$ cat config.mk
export PLATFORM = sky130hd
export DESIGN_NAME = ordered_array_insert_delete
export DESIGN_NICKNAME = d
export VERILOG_FILES = /design/src/design/oaid_pkg.sv /design/src/design/oaid_dp.sv /design/src/design/oaid_ctrl.sv /design/src/design/ordered_array_insert_delete.sv
export SDC_FILE = /design/constraint.sdc
export NUM_CORES = 1
export LEC_CHECK = 0
export ABC_AREA = 1
export BUFFER_PORTS_ARGS = -buffer_cell sky130_fd_sc_hd__buf_2
export CAP_MARGIN = 15
export CORE_ASPECT_RATIO = 0.6
export CORE_MARGIN = 3
export CORE_UTILIZATION = 50
export DETAILED_ROUTE_END_ITERATION = 16
export PLACE_DENSITY = 0.66
export SETUP_SLACK_MARGIN = 0.05
export SLEW_MARGIN = 20
export SYNTH_ARGS = -nofsm -noshare
export SYNTH_HDL_FRONTEND = slang
export SYNTH_SLANG_ARGS = --single-unit
$ cat constraint.sdc
create_clock -name clk -period 4.1 [get_ports clk]
set_clock_uncertainty 0.1 [all_clocks]
set_input_delay 0.41 -clock clk [delete_from_list [all_inputs] [get_ports clk]]
set_output_delay 0.41 -clock clk [all_outputs]
set_load 0.01 [all_outputs]
$ cat src/design/oaid_pkg.sv
// ----------------------------------------------------------------------------
// oaid_pkg
// Shared constants, codes and controller/datapath interface types for the
// ordered array with insert, delete and read at an index.
// ----------------------------------------------------------------------------
package oaid_pkg;

	// array geometry
	localparam int DEPTH = 16;
	localparam int AW    = $clog2(DEPTH);
	localparam int CW    = $clog2(DEPTH + 1);
	localparam int DW    = 32;

	// command field width and codes
	localparam int CMDW = 2;
	localparam logic [CMDW-1:0] CMD_INSERT = 2'd0;
	localparam logic [CMDW-1:0] CMD_DELETE = 2'd1;
	localparam logic [CMDW-1:0] CMD_READ   = 2'd2;

	// status field width and codes
	localparam int STW = 2;
	localparam logic [STW-1:0] ST_OK    = 2'd0;
	localparam logic [STW-1:0] ST_FULL  = 2'd1;
	localparam logic [STW-1:0] ST_RANGE = 2'd2;

	// stream word widths, padded to whole bytes
	localparam int IN_BITS  = CMDW + AW + DW;
	localparam int IN_TW    = ((IN_BITS + 7) / 8) * 8;
	localparam int OUT_BITS = STW + DW + CW;
	localparam int OUT_TW   = ((OUT_BITS + 7) / 8) * 8;

	// result fields held by the controller until the result is loaded
	typedef struct packed {
		logic [STW-1:0] status;
		logic           inc;
		logic           dec;
		logic           use_rd;
	} res_t;

	// controller to datapath
	typedef struct packed {
		logic load;     // capture the request and set the pointer
		logic rd_en;    // read the entry under the pointer
		logic mv;       // the read feeds a move one place over
		logic step;     // advance the pointer
		logic put;      // write the request value at its slot
		logic out_load; // load the result register, update the count
		res_t res;
	} ctl_cmd_t;

	// datapath to controller
	typedef struct packed {
		logic [CMDW-1:0] cmd;
		logic            full;
		logic            idx_ge_cnt;
		logic            del_single;
		logic            shift_last;
	} dp_stat_t;

endpackage

$ cat src/design/oaid_dp.sv
// ----------------------------------------------------------------------------
// oaid_dp
// Datapath: entry memory with registered read, count, request registers,
// move pointer with a one-stage move pipeline, and the result register.
// ----------------------------------------------------------------------------
module oaid_dp (
	input  logic                      clk,
	input  logic                      arst_n,
	input  logic [oaid_pkg::CMDW-1:0] cmd,
	input  logic [oaid_pkg::AW-1:0]   index,
	input  logic [oaid_pkg::DW-1:0]   value,
	input  oaid_pkg::ctl_cmd_t        ctl,
	output oaid_pkg::dp_stat_t        stat,
	output logic [oaid_pkg::STW-1:0]  status,
	output logic [oaid_pkg::DW-1:0]   read_value,
	output logic [oaid_pkg::CW-1:0]   count
);
	import oaid_pkg::*;

	logic [DW-1:0]   mem [DEPTH];
	logic [DW-1:0]   rd_data_q;
	logic [CW-1:0]   cnt_q;
	logic [CMDW-1:0] cmd_q;
	logic [AW-1:0]   idx_q;
	logic [DW-1:0]   val_q;
	logic [AW-1:0]   ptr_q;
	logic            mv_s1;
	logic [AW-1:0]   wa_s1;
	logic [AW-1:0]   eff_idx;
	logic [CW-1:0]   cnt_next;
	logic [STW-1:0]  status_q;
	logic [DW-1:0]   read_value_q;
	logic [CW-1:0]   count_q;

	// decisions on the captured request
	assign stat.cmd        = cmd_q;
	assign stat.full       = (cnt_q == CW'(DEPTH));
	assign stat.idx_ge_cnt = ({1'b0, idx_q} >= cnt_q);
	assign stat.del_single = (({1'b0, idx_q} + CW'(1)) == cnt_q);
	assign stat.shift_last = (cmd_q == CMD_INSERT) ? (ptr_q == idx_q)
	                                               : (({1'b0, ptr_q} + CW'(1)) == cnt_q);

	// insert slot, clamped to the end of the array
	assign eff_idx = stat.idx_ge_cnt ? cnt_q[AW-1:0] : idx_q;

	// count after the current request
	always_comb begin
		cnt_next = cnt_q;
		if (ctl.res.inc) begin
			cnt_next = cnt_q + CW'(1);
		end else if (ctl.res.dec) begin
			cnt_next = cnt_q - CW'(1);
		end
	end

	// request capture and move pointer
	always_ff @(posedge clk) begin
		if (ctl.load) begin
			cmd_q <= cmd;
			idx_q <= index;
			val_q <= value;
			case (cmd)
				CMD_INSERT: ptr_q <= cnt_q[AW-1:0] - AW'(1);
				CMD_DELETE: ptr_q <= index + AW'(1);
				default:    ptr_q <= index;
			endcase
		end else if (ctl.step) begin
			if (cmd_q == CMD_INSERT) begin
				ptr_q <= ptr_q - AW'(1);
			end else begin
				ptr_q <= ptr_q + AW'(1);
			end
		end
	end

	// move pipeline control
	always_ff @(posedge clk or negedge arst_n) begin
		if (!arst_n) begin
			mv_s1 <= 1'b0;
		end else begin
			mv_s1 <= ctl.rd_en & ctl.mv;
		end
	end

	// move target: one place up for insert, one place down for delete
	always_ff @(posedge clk) begin
		if (ctl.rd_en) begin
			wa_s1 <= (cmd_q == CMD_INSERT) ? ptr_q + AW'(1) : ptr_q - AW'(1);
		end
	end

	// entry memory, one write and one registered read a cycle
	always_ff @(posedge clk) begin
		if (mv_s1) begin
			mem[wa_s1] <= rd_data_q;
		end else if (ctl.put) begin
			mem[eff_idx] <= val_q;
		end
		if (ctl.rd_en) begin
			rd_data_q <= mem[ptr_q];
		end
	end

	// entry count
	always_ff @(posedge clk or negedge arst_n) begin
		if (!arst_n) begin
			cnt_q <= '0;
		end else if (ctl.out_load) begin
			cnt_q <= cnt_next;
		end
	end

	// result register
	always_ff @(posedge clk) begin
		if (ctl.out_load) begin
			status_q     <= ctl.res.status;
			read_value_q <= ctl.res.use_rd ? rd_data_q : '0;
			count_q      <= cnt_next;
		end
	end

	assign status     = status_q;
	assign read_value = read_value_q;
	assign count      = count_q;

endmodule

$ cat src/design/oaid_ctrl.sv
// ----------------------------------------------------------------------------
// oaid_ctrl
// Controller: sequences one request at a time through decode, entry moves
// and the final write, and owns the result valid flag.
// ----------------------------------------------------------------------------
module oaid_ctrl (
	input  logic                 clk,
	input  logic                 arst_n,
	input  logic                 in_valid,
	output logic                 in_ready,
	output logic                 out_valid,
	input  logic                 out_ready,
	input  oaid_pkg::dp_stat_t   stat,
	output oaid_pkg::ctl_cmd_t   ctl
);
	import oaid_pkg::*;

	localparam logic [2:0] S_IDLE  = 3'd0;
	localparam logic [2:0] S_EVAL  = 3'd1;
	localparam logic [2:0] S_SHIFT = 3'd2;
	localparam logic [2:0] S_DRAIN = 3'd3;
	localparam logic [2:0] S_PUT   = 3'd4;
	localparam logic [2:0] S_DONE  = 3'd5;

	logic [2:0] state_q;
	logic [2:0] state_d;
	res_t       res_q;
	res_t       res_d;
	logic       out_valid_q;
	logic       out_free;

	assign in_ready  = (state_q == S_IDLE);
	assign out_valid = out_valid_q;
	assign out_free  = !out_valid_q || out_ready;

	// next state and datapath commands
	always_comb begin
		state_d      = state_q;
		res_d        = res_q;
		ctl          = '0;
		ctl.res      = res_q;
		case (state_q)
			S_IDLE: begin
				if (in_valid) begin
					ctl.load = 1'b1;
					state_d  = S_EVAL;
				end
			end
			S_EVAL: begin
				res_d   = '{status: ST_RANGE, inc: 1'b0, dec: 1'b0, use_rd: 1'b0};
				state_d = S_DONE;
				case (stat.cmd)
					CMD_INSERT: begin
						if (stat.full) begin
							res_d.status = ST_FULL;
						end else begin
							res_d.status = ST_OK;
							res_d.inc    = 1'b1;
							state_d      = stat.idx_ge_cnt ? S_PUT : S_SHIFT;
						end
					end
					CMD_DELETE: begin
						if (!stat.idx_ge_cnt) begin
							res_d.status = ST_OK;
							res_d.dec    = 1'b1;
							if (!stat.del_single) begin
								state_d = S_SHIFT;
							end
						end
					end
					CMD_READ: begin
						if (!stat.idx_ge_cnt) begin
							res_d.status = ST_OK;
							res_d.use_rd = 1'b1;
							ctl.rd_en    = 1'b1;
						end
					end
					default: begin
						res_d.status = ST_RANGE;
					end
				endcase
			end
			S_SHIFT: begin
				ctl.rd_en = 1'b1;
				ctl.mv    = 1'b1;
				ctl.step  = 1'b1;
				if (stat.shift_last) begin
					state_d = (stat.cmd == CMD_INSERT) ? S_DRAIN : S_DONE;
				end
			end
			S_DRAIN: begin
				// last move lands this cycle
				state_d = S_PUT;
			end
			S_PUT: begin
				ctl.put = 1'b1;
				state_d = S_DONE;
			end
			S_DONE: begin
				if (out_free) begin
					ctl.out_load = 1'b1;
					state_d      = S_IDLE;
				end
			end
			default: begin
				state_d = S_IDLE;
			end
		endcase
	end

	// state, pending result fields and result valid
	always_ff @(posedge clk or negedge arst_n) begin
		if (!arst_n) begin
			state_q     <= S_IDLE;
			res_q       <= '0;
			out_valid_q <= 1'b0;
		end else begin
			state_q <= state_d;
			res_q   <= res_d;
			if (ctl.out_load) begin
				out_valid_q <= 1'b1;
			end else if (out_ready) begin
				out_valid_q <= 1'b0;
			end
		end
	end

endmodule

$ cat src/design/ordered_array_insert_delete.sv
// Sequence: a taken request is decoded; a read, a rejected request or a delete of the last
// entry then loads the result register, a delete first moves each later entry down, and an
// insert first moves each entry from index on up (count - index of them), then writes the
// value at its slot; an insert at or past the end only writes. One request at a time; the
// entry memory moves one entry a cycle and the result waits while the output is held.
// Reset: arst_n clears the count and the controller; entries are undefined until written.
// ----------------------------------------------------------------------------
// ordered_array_insert_delete
// Compact ordered array of signed 32-bit entries with insert, delete and
// read at an index; one result per request.
// ----------------------------------------------------------------------------
module ordered_array_insert_delete (
	input  logic                          clk,
	input  logic                          arst_n,
	input  logic                          s_axis_tvalid,
	output logic                          s_axis_tready,
	// [1:0] cmd, [5:2] index, [37:6] value, [39:38] zero
	input  logic [oaid_pkg::IN_TW-1:0]    s_axis_tdata,
	output logic                          m_axis_tvalid,
	input  logic                          m_axis_tready,
	// [1:0] status, [33:2] read_value, [38:34] count, [39] zero
	output logic [oaid_pkg::OUT_TW-1:0]   m_axis_tdata
);
	import oaid_pkg::*;

	ctl_cmd_t       ctl;
	dp_stat_t       stat;
	logic [STW-1:0] status;
	logic [DW-1:0]  read_value;
	logic [CW-1:0]  count;

	// request sequencing
	oaid_ctrl u_ctrl (
		.clk       (clk),
		.arst_n    (arst_n),
		.in_valid  (s_axis_tvalid),
		.in_ready  (s_axis_tready),
		.out_valid (m_axis_tvalid),
		.out_ready (m_axis_tready),
		.stat      (stat),
		.ctl       (ctl)
	);

	// entry storage and result
	oaid_dp u_dp (
		.clk        (clk),
		.arst_n     (arst_n),
		.cmd        (s_axis_tdata[CMDW-1:0]),
		.index      (s_axis_tdata[CMDW+AW-1:CMDW]),
		.value      (s_axis_tdata[CMDW+AW+DW-1:CMDW+AW]),
		.ctl        (ctl),
		.stat       (stat),
		.status     (status),
		.read_value (read_value),
		.count      (count)
	);

	// result word packing
	assign m_axis_tdata = {{(OUT_TW - OUT_BITS){1'b0}}, count, read_value, status};

endmodule
==> results.tsv <==
stage	metric	value	unit
finish	fill_cells	4030	
route	wl	61790	um
timing	tightest_slew	1.240	ns
die	initial_core_util	0.5085	
power_and_ir_drop	power_density	703.4	nW/um2
worst_setup_path	criticalPathCategory	reg2reg	
clock_network	path_clk_slew	0.06	ns
timing	min_period	3.352	ns
finish	layout_common_cells	629 x edfxtp_1, 555 x nand2_1, 147 x a21oi_1, 137 x inv_1, 84 x nand3_1	
die	dieArea	54900	um2
grt	grt_max_degree	249	
worst_setup_path	r2r_cells	12	
worst_setup_path	reg2reg_to	u_dp.mem[4][10]$_DFFE_PP_	
finish	fin_cells	2866	
timing	fmax	298.3	MHz
clock_network	numClockSinks	644	
grt	grt_overflow	0	
grt	grt_util_all_layers	0.2272	
die	chipWidth	300.5	um
die	chipHeight	182.7	um
placed_design	place_hpwl	34110	um
finish	diodes	0	
power_and_ir_drop	peakVddDrop	0.3861	mV
synthesis	ys_seq_area_frac	0.7404	
worst_setup_path	timing.rr.start	u_dp.cnt_q[3]$_DFFE_PN0P_	
finish	layout.nets	2187	
synthesis	ys_warn_count	0	
die	std_cell_rows	64	
route	via_per_inst	5.587	
route	drc_errors	0	
worst_hold_path	hp-class	in2reg	
die	io_pins	86	
clock_network	cts_tree	done	
grt	grt_pass1_wl	94570	um
timing	hold_viol	0	
route	routedWlPerCell	21.56	um
timing	fin_tns_setup	0	ns
finish	final_common_cell	edfxtp_1	
synthesis	synth.avg_cell_area	12.89	um2
clock_network	cts_made_buffers	56	
finish	multi_input_area	5714	um2
synthesis	syn-num-nets	2078	
route	firstDrtPassIters	5	
run_status	status	finished clean	
worst_setup_path	arrival	3.56	ns
timing	slew_headroom	0.1734	
worst_setup_path	crit_required	4.31	ns
worst_setup_path	start_kind	flop	
clock_network	clockBufferDepth	3	
synthesis	yosysUniqueCellTypes	44	
clock_network	post-cts-setup-buffer-count	0	
clock_network	cts_max_level	2	
timing	min_period_over_period	0.8177	
worst_setup_path	ff2ff_setup_slack	0.75	ns
worst_setup_path	cp-endpoint	u_dp.mem[4][10]$_DFFE_PP_	
worst_setup_path	worstPathMaxFanout	19	
timing	slew_violations	0	
synthesis	syn_inst	2019	
grt	antenna_found_initial	0	
die	coreArea	51170	um2
clock_network	insertion_delay	0.60	ns
finish	areaGrowthSynthToFinish	13.69	%
grt	grt_pass1_vias	15360	
placed_design	placed_cells	2724	
placed_design	port_buffers	82	
timing	rsz0062_at_grt	false	
placed_design	gp_congestion	0.8469	
clock_network	clockRootBuffer	clkbuf_16	
route	vias	16010	
run	cap_violations	0	
power_and_ir_drop	p_leak	10.83	nW
route	ant_nets	0	
finish	drive_gt1_frac	0.1178	
route	drt_iter0_markers	1831	
timing	final-setup-viol-count	0	
worst_setup_path	cp-startpoint	u_dp.cnt_q[3]$_DFFE_PN0P_	
synthesis	synth_area	26020	um2
worst_setup_path	end_kind	flop	
synthesis	ys_ff_latch	644	
finish	regArea	19260	um2
routing by layer:
layer	track usage	share of wire	wire length, um
met5	0	0	0
met4	0.04730	0.019	1162
met3	0.04625	0.087	5396
met2	0.3410	0.44	27410
met1	0.3459	0.45	27830
power by group:
group / leakage (nW) / switching, W / internal, W
logic: 4.03 / 0.00446 / 0.00165
clock network: 0.903 / 0.00236 / 0.00300
registers: 5.90 / 0.000370 / 0.00897
total: 10.8 / 0.00718 / 0.0136
critical path: stages (launching register included):
cell      delay, ns
dfrtp_1        0.44
inv_2          0.18
ha_1           0.28
inv_1          0.16
nor2_8         0.05
a21oi_4        0.19
nand3_4        0.16
nand2_1        0.11
o211ai_2       0.08
nand2_1        0.16
nand2_1        0.27
nor2_4         0.61
buf_12         0.26
Yosys cell counts, drive strengths merged:
library cell | instances | area (um2)
a21oi | 148 | 752.0
a221oi | 1 | 8.760
a22o | 1 | 8.760
a22oi | 1 | 7.510
a31oi | 53 | 331.6
a32o | 63 | 630.6
buf | 77 | 510.5
clkbuf | 32 | 120.1
clkinv | 1 | 3.750
conb | 1 | 3.750
dfrtp | 15 | 375.4
edfxtp | 629 | 18890
ha | 15 | 187.7
inv | 148 | 555.5
nand2 | 563 | 2128
nand3 | 89 | 478.0
nand3b | 2 | 18.77
nand4 | 4 | 25.02
nor2 | 55 | 237.7
nor3 | 4 | 25.02
nor4 | 1 | 6.260
o2111ai | 1 | 8.760
o211ai | 17 | 142.6
o21ai | 75 | 375.4
o22ai | 2 | 12.51
o31ai | 3 | 22.52
or2 | 2 | 12.51
xnor2 | 5 | 43.79
xor2 | 11 | 96.34
flip-flops by register name, summed over array words and instances, names as in the netlist, 2 cells and up:
| signal | flops |
|---|---|
| u_dp.idx_q | 4 |
| u_dp.read_value | 32 |
| u_dp.cnt_q | 5 |
| u_dp.val_q | 32 |
| u_dp.mem | 512 |
| u_dp.ptr_q | 4 |
| u_dp.count | 5 |
| u_ctrl.ctl | 5 |
| u_ctrl.state_q | 3 |
| u_dp.status | 2 |
| u_dp.cmd_q | 2 |
| u_dp.wa_s1 | 4 |
| u_dp.rd_data_q | 32 |
stage by stage:
step	utilization	hold slack (ns)	power (W)	worst slack [ns]	area, um2
finish	0.5781	0.02649	0.02081	0.7476	29580
CTS	0.5781	0.008072	0.02091	0.7259	29580
detailed placement	0.5343	0.2415	0.01554	0.7330	27340
global route	0.5781	0.01522	0.02194	0.5466	29580
floorplan	-	0.01441	0.01343	0.5249	26020
global placement	0.5343	0.2490	0.01539	0.7552	27340
cell families after synthesis:
logic type,synth area share
AOI/OAI and AO/OA,0.08844
xor gates and xnor gates,0.005386
adders and majority gates,0.007214
buffers and inverters,0.04573
DFF,0.7404
other,0.0001441
and+or+nand+nor,0.1127
worst min path at each step:
stage                    startpoint                        end  slack (ns)  cells past startpoint
floorplan                    arst_n  u_ctrl.ctl[0]$_DFFE_PN0P_        0.01                      0
global route        s_axis_tdata[1]    u_dp.cmd_q[1]$_DFFE_PP_        0.02                      1
global placement             arst_n  u_dp.cnt_q[4]$_DFFE_PN0P_        0.25                      1
detailed placement           arst_n  u_dp.cnt_q[4]$_DFFE_PN0P_        0.24                      1
finish              s_axis_tdata[1]    u_dp.cmd_q[1]$_DFFE_PP_        0.03                      1
CTS                 s_axis_tdata[1]    u_dp.cmd_q[1]$_DFFE_PP_       0.008                      1
area by class of cell:
cell class	instances	share of cell area
Clock buffer	69	0.04974
Clock inverter	34	0.01282
Inverter	149	0.01912
Multi-Input combinational cell	1117	0.1932
Sequential cell	644	0.6512
Tap cell	693	0.02931
Timing Repair Buffer	160	0.04458
repair_timing:
item	CTS	global route
endpoints found under the hold margin	53	0
hold buffers	39	0
gates resized for setup	0	0
(Power assumes the default switching activity.)
